[src/assert_macros.svh]
// Assertion helpers: concurrent checks, compiled out for synthesis.
`ifndef ASSERT_MACROS_SVH
`define ASSERT_MACROS_SVH
`ifndef SYNTHESIS
// pre holds -> post holds in the same cycle
`define ASSERT_IMPLY(lbl, clk, rst, pre, post) \
  lbl: assert property (@(posedge clk) disable iff (rst) (pre) |-> (post)) \
    else $error("assertion failed");
// pre holds -> post holds in the next cycle
`define ASSERT_NEXT(lbl, clk, rst, pre, post) \
  lbl: assert property (@(posedge clk) disable iff (rst) (pre) |=> (post)) \
    else $error("assertion failed");
`else
`define ASSERT_IMPLY(lbl, clk, rst, pre, post)
`define ASSERT_NEXT(lbl, clk, rst, pre, post)
`endif
`endif

[src/psfwc_ram.sv]
module psfwc_ram #(
  parameter int WIDTH = 8,
  parameter int DEPTH = 16,
  localparam int AW = $clog2(DEPTH)
) (
  input  logic             clk,
  input  logic             wr_en,
  input  logic [AW-1:0]    wr_addr,
  input  logic [WIDTH-1:0] wr_data,
  input  logic             rd_en,
  input  logic [AW-1:0]    rd_addr,
  output logic [WIDTH-1:0] rd_data
);

  logic [WIDTH-1:0] mem [DEPTH];

  always_ff @(posedge clk) begin
    if (wr_en) begin
      mem[wr_addr] <= wr_data;
    end
    if (rd_en) begin
      rd_data <= mem[rd_addr];
    end
  end

endmodule

[config.mk]
export PLATFORM = sky130hd
export DESIGN_NAME = psfwc_ram
export DESIGN_NICKNAME = d
export VERILOG_FILES = /design/src/assert_macros.svh /design/src/psfwc_ram.sv
export SDC_FILE = /design/constraint.sdc
export NUM_CORES = 1
export LEC_CHECK = 0
export BUFFER_PORTS_ARGS = -buffer_cell sky130_fd_sc_hd__buf_2
export CORE_UTILIZATION = 55
export DETAILED_ROUTE_END_ITERATION = 10
export GPL_TIMING_DRIVEN = 0
export PLACE_DENSITY_LB_ADDON = 0.08
export SYNTH_ARGS = -nofsm -noshare
export SYNTH_HDL_FRONTEND = slang
export SYNTH_SLANG_ARGS = --single-unit
[constraint.sdc]
create_clock -name clk -period 4.8 [get_ports clk]
set_clock_uncertainty 0.1 [all_clocks]
set_input_delay 0.24 -clock clk [delete_from_list [all_inputs] [get_ports clk]]
set_output_delay 0.24 -clock clk [all_outputs]
set_load 0.005 [all_outputs]
==> metrics.txt, run 1 <==
status=completed; hold path cells=1; CTS max path bufs=2; Least-Margin Pin Slew=roughly 1300 ps; R2R depth=3; CTS tree=yes; leakage power=2.02 nW; Setup-failing EPs final=0; most frequent cells in the layout=edfxtp_1, buf_2, mux4_2; clk sinks=136; htree depth=4; drt pass-1 iters=4; synthesized net count=248; count of different cell masters after synthesis=18; max_cap viols=0; post-synthesis cell area=0.00523 mm²; max_slew headroom=10.6%; post-synthesis mux area share=14.8%; Int Pwr=2.13 mW; root buf cell=clkbuf_8; detailed-route via count=2444; nature of the critical path endpoint=register; share of layout cells above drive strength 1=29.6%; setup TNS=0 ps; Reg power frac=50.1%; DR DRC count=0; Reg2Reg Launch Point=mem[1][3]; synth-to-layout area growth=16.6%; leading cell type in the layout, fill and taps excluded=edfxtp_1; largest family of logic cells by synthesized area=multiplexers; die area=a little under 0.01 mm²; Via density=between 5 and 6; Num CTS Buffers=17; HP Class=in2reg; clock share of power=a little under half; Synth Area in Simple Gates=3.14%; dpl cell area=0.00551 mm²; DP Wirelength=between 6 and 7 mm; crit path DAT=about 1800 ps; Tmin final=1790 ps; Post-Route WL=9.59 mm; RSZ-0062 raised after global routing=no; critical path's slowest cell=nor3_1; Core Box Area=0.00924 mm²; Total GRT Usage=21.8%; DRT antenna net count=0; Comb power frac=4.6%; worst path cell trace=buf_2, or3b_2, nor3_1; fin. max-slew vios=0; register area share after synthesis=78.1%; Synth Area in Adders=0%; VDD IR max=279 µV; Mean Syn Cell Area=~23 µm²; Die W=99.5 µm; XOR/XNOR share of the synthesized area=0%; port bufs=25; crit path launch=wr_addr[2]; CP peak stage delay=940 ps; hold path endpoint=mem[3][5]; Crit Path Class=in2reg; FF-to-FF End=rd_data[3]; Wirelength per Cell=approximately 23 µm; vias in the first global route=2388; switching power=0.556 mW; Initial Util=roughly 57%; crit start category=input port; dpl ws=2460 ps; # fillers=626; YS warnings=0; Placer Congestion=0.851; Sw Ratio=20.7%; area of the multi-input gates=about 0.0011 mm²; Post-CTS Setup Bufs=0; PD cells=~440 mW/mm²; Design Power=2.68 mW; CTS clk-pin slew, worst paths=60 ps; initial antenna violation count=0; largest net degree at the start of global routing=17; n_diodes=0; Reg area=about 0.004 mm²; Final Hold Vio Count=0; Final Cycle Share=37.3%; Compound-Gate Fraction of Synth Area=2.30%; GRT overflow=0; DR iter-0 viols=224; row cnt=35; die height=99.5 µm; Critical Path RT=4830 ps; Yosys reg bits=between 100 and 150; IO Count=27; reg2reg setup slack=between 3000 and 4000 ps; wire length of the first global-routing pass=about 14 mm; Skew-Pair Late Insertion Delay=510 ps; Min-Delay Startpoint=wr_data[5]; CP Max Fanout=8; f_max=about 560 MHz; Finished Cell Area=0.00610 mm²; Gate Count Post-Synth=229; fin nets=293; Setup WS post-layout=3010 ps
what timing repair did:
item                      CTS  global route
hold buffers                1             0
hold endpoints to repair    8             0
gates resized for setup     0             0
worst max-delay path by stage:
stage / to
final: mem[0][7]
after global routing: mem[0][7]
after CTS: mem[0][7]
after detailed placement: mem[0][3]
after global placement: mem[0][3]
after floorplan: mem[0][0]
cells in the mapped netlist, drive strengths merged:
library cell	instances	share of area [%]
nand2	9	0.65
nor2b	1	0.12
mux4	32	15
edfxtp	136	78
and2	1	0.12
clkdlybuf4s25	3	0.57
or3b	1	0.17
nor2	13	0.93
nand2b	2	0.24
a22oi	16	2.3
buf	7	1.1
and2b	1	0.14
nand3b	2	0.29
nand3	1	0.096
nor3	4	0.38
registers in the layout (all words and copies together), names as in the netlist:
signal	flops
mem	128
rd_data	8
critical path, delay by kind of cell:
kind | cells | cell delay, ps
simple gates | 2 | 1450
buf+inv | 1 | 130
power groups by stage:
stage | Sequential (mW) | Combinational (mW) | Clock, mW
finish | 1.34 | 0.125 | 1.21
global route | 1.35 | 0.135 | 1.28
CTS | 1.34 | 0.126 | 1.23
detailed placement | 1.37 | 0.125 | 0
global placement | 1.37 | 0.123 | 0
floorplan | 1.37 | 0.0675 | 0
routing by layer:
metal / vias up / routed length, µm / GRT usage (%)
li1: 1078 / - / -
met1: 1265 / 4120 / 30.2
met2: 87 / 4790 / 34.1
met3: 14 / 540 / 5.90
met4: 0 / 139 / 7.47
met5: - / 0 / 0
layout make-up:
cell class | instances | share of cell area (%)
clock inverters | 15 | 2.50
well taps | 129 | 2.65
multi-input cells | 83 | 17.4
plain buffers | 10 | 1.42
repair buffers | 26 | 2.22
flip-flops and latches | 136 | 67.0
clock buffers | 17 | 6.79
kinds of logic after synthesis:
| family | Yosys count |
|---|---|
| AO/OA/AOI/OAI | 16 |
| flip-flops | 136 |
| multiplexers | 32 |
| AND/OR/NAND/NOR | 35 |
| buffers and inverters | 10 |
through the flow:
stage                     hold WS, ps  util [%]  instances
after floorplan                   239         -        229
after global placement            488      59.7        383
after detailed placement          495      59.7        383
after CTS                        1.50      65.9        416
after global routing             5.34      66.0        416
final                            13.0      66.0        416
Power figures use the tool's default switching activity.
==> inputs of run 2 (changes only) <==
--- a/config.mk
+++ b/config.mk
@@ -5,6 +5,7 @@
 export SDC_FILE = /design/constraint.sdc
 export NUM_CORES = 1
 export LEC_CHECK = 0
+export ABC_AREA = 1
 export BUFFER_PORTS_ARGS = -buffer_cell sky130_fd_sc_hd__buf_2
 export CORE_UTILIZATION = 55
 export DETAILED_ROUTE_END_ITERATION = 10
==> constraint.sdc (replaced) <==
create_clock -name clk -period 1.57 [get_ports clk]
set_clock_uncertainty 0.1 [all_clocks]
set_input_delay 0.0785 -clock clk [delete_from_list [all_inputs] [get_ports clk]]
set_output_delay 0.0785 -clock clk [all_outputs]
set_load 0.005 [all_outputs]
==> run 2 against run 1 <==
Against the previous run:
- sequential cell count unchanged
- non-clock buffer count up 21
- setup slack worse by 2900 ps
- sequential share of layout area down 6.6 points
- cell count up 81%
- largest cell class unchanged
- largest power group unchanged
==> metrics.txt, run 2 <==
status=completed; f_max=700 MHz; root buf cell=clkbuf_8; synth top area cells=edfxtp_1, nand2_1, nand3_1; HP Class=in2reg; count of different cell masters after synthesis=11 (-7); top cell family by delay on the critical path=buffers and inverters; critical path's slowest cell=dlygate4sd3_1; Total GRT Usage=26.8% (+5.0 points); Top reg by flops=mem; cell taking the most area after synthesis=edfxtp_1; register area share after synthesis=69.8% (-8.3 points); Yosys reg bits=136 (unchanged); Die W=105 µm (+5.6%); worst path cell trace=dlygate4sd3_1, buf_2, inv_1, buf_4, nand3_1, nand3_1, nand2_1; final hold slack=39.8 ps (+26.8 ps); row cnt=37 (+5.7%); dpl ws=-134 ps (-2590 ps); post-synthesis cell area=0.00585 mm² (+12%); Gate Count Post-Synth=551 (+140%); port bufs=23 (-8.0%); share of layout cells above drive strength 1=12.4% (-17 points); Synth Area in Simple Gates=20.8% (+18 points); n_diodes=0 (unchanged); Post-Route WL=13.7 mm (+43%); die area=0.0110 mm² (+12%); RSZ-0062 raised after global routing=no; Via density=5.27 (-10%); max reg flops=128 (unchanged); Least-Margin Pin Slew=942 ps (-389 ps); Final Hold Vio Count=0 (unchanged); fin nets=622 (+110%); CTS clk-pin slew, worst paths=60 ps (about the same); post_cts resized=0 (unchanged); YS warnings=0 (unchanged); Critical Path RT=1740 ps (-3090 ps); PD cells=1220 mW/mm² (+180%); drt pass-1 iters=5 (+1); Skew-Pair Late Insertion Delay=520 ps (about the same); DR DRC count=0 (unchanged); synth-to-layout area growth=15.6%; Initial Util=56.6% (+0.061 points); VDD IR max=661 µV (+140%); crit path DAT=1600 ps (-220 ps); die height=105 µm (+5.6%); detailed-route via count=3961 (+62%); leakage power=2.91 nW (+44%); most used cell, CP=nand3_1; CTS tree=yes; Core Box Area=0.0103 mm² (+12%); most common cell in the synthesized netlist=nand2_1; Final Cycle Share=91.0%; Num CTS Buffers=17 (unchanged); synthesized net count=570 (+130%); GRT overflow=0 (unchanged); initial antenna violation count=0 (unchanged); Tmin final=around 1400 ps; CP peak stage delay=530 ps (-410 ps); Largest regs=mem x128, rd_data x8; wire length of the first global-routing pass=21.0 mm (+45%); async set-reset flop share out of synthesis=0% (unchanged); number of synthesized flops with an enable pin=136 (unchanged); IO Count=27 (unchanged); # fillers=768 (+23%); XOR/XNOR share of the synthesized area=0% (unchanged); Placer Congestion=0.815 (-4.2%); Mean Syn Cell Area=10.6 µm² (-54%); nature of the critical path endpoint=register; dominant synthesized flop cell=edfxtp_1; post-synth top area share=69.8% (-8.3 points); max_slew headroom=37.0% (+26 points); fin. max-slew vios=0 (unchanged); largest net degree at the start of global routing=17 (unchanged); clk sinks=136 (unchanged); Synth Area in Adders=0% (unchanged); WP buf/inv=4 (+3); CP Max Fanout=10 (+2); DP Wirelength=8.88 mm (+47%); Crit Path Class=in2reg; most frequent cells in the layout=nand2_1, edfxtp_1, inv_1; max_cap viols=0 (unchanged); vias in the first global route=3719 (+56%); Wirelength per Cell=18.2 µm (-21%); Setup WS post-layout=141 ps (-2870 ps); Post-CTS Setup Bufs=0 (unchanged); htree depth=4 (unchanged); DRT antenna net count=0 (unchanged); synth cell count leaders=nand2_1, edfxtp_1, inv_1, nand3_1, nor2_1; CTS max path bufs=2 (unchanged); Reg area=0.00408 mm² (unchanged); Compound-Gate Fraction of Synth Area=0% (-2.3 points); crit start category=input port; largest family of logic cells by synthesized area=simple AND/OR/NAND/NOR gates; area of the multi-input gates=0.00121 mm² (+14%); DR iter-0 viols=385 (+72%); Setup-failing EPs final=0 (unchanged); leading cell type in the layout, fill and taps excluded=nand2_1; post-synthesis mux area share=0% (-15 points)
[run 2: cell count changes in the layout (fill, tap and decap cells not counted), sizes merged, moves of 9 or more]
cell         previous run  this run
nand2                   9       173
inv                     2       104
nand3                   1        97
mux4                   32         0
a22oi                  16         0
buf                    32        47
dlygate4sd3             1        10
[run 2: final timing paths]
path / slack, ps / to / start / depth (start not counted)
min reg2reg: 690 / rd_data[7] / mem[6][7] / 6
max reg2reg: 310 / rd_data[0] / mem[14][0] / 6
max: 140 / rd_data[6] / rd_addr[2] / 7
min: 40 / rd_data[4] / rd_addr[3] / 3
[run 2: tightest hold or removal path: stages]
cell     delay (ps)
buf_1           190
nand3_1         150
nand2_1          70
[run 2: logic make-up (layout without fill, tap and decap cells)]
| logic type | Yosys count | after routing |
|---|---|---|
| simple gates | 289 | 289 |
| flops | 136 | 136 |
| buf+inv | 126 | 190 |
[run 2: through the flow]
| stage | TNS, ps | std cells | utilization (%) | cell area, µm² | power, mW |
|---|---|---|---|---|---|
| after floorplan | 0 | 551 | - | 5850 | 4.47 |
| after global placement | -587 | 710 | 59.4 | 6130 | 4.69 |
| after detailed placement | -1820 | 710 | 59.4 | 6130 | 4.70 |
| after CTS | 0 | 751 | 65.5 | 6760 | 8.22 |
| after global routing | 0 | 751 | 65.5 | 6760 | 8.43 |
| final | 0 | 751 | 65.5 | 6760 | 8.22 |
[run 2: what timing repair did]
action,4_1_cts,5_1_grt
setup endpoints to repair,0,0
hold buffers,10,0
endpoints found under the hold margin,141,0
[run 2: power by group]
group,internal (mW),leakage [nW],switching (mW)
Combinational,0.168,1.43,0.377
Clock,2.08,0.244,1.49
Sequential,4.09,1.24,0.0180
[run 2: metal layers]
layer	GRT usage, %	wire length [µm]	vias to the layer above	share of wire (%)
met5	0	0	-	0
met4	9.05	219	0	1.6
met2	39.1	6040	214	44
li1	-	-	1884	-
met1	40.1	6130	1844	45
met3	5.61	1300	19	9.5
[run 2: final cells by class]
cell class | count | area share, %
Buffer | 24 | 2.46
Clock buffer | 19 | 6.24
Clock inverter | 12 | 1.54
Inverter | 102 | 5.67
Multi-Input combinational cell | 289 | 18.0
Sequential cell | 136 | 60.4
Tap cell | 136 | 2.52
Timing Repair Buffer | 33 | 3.18
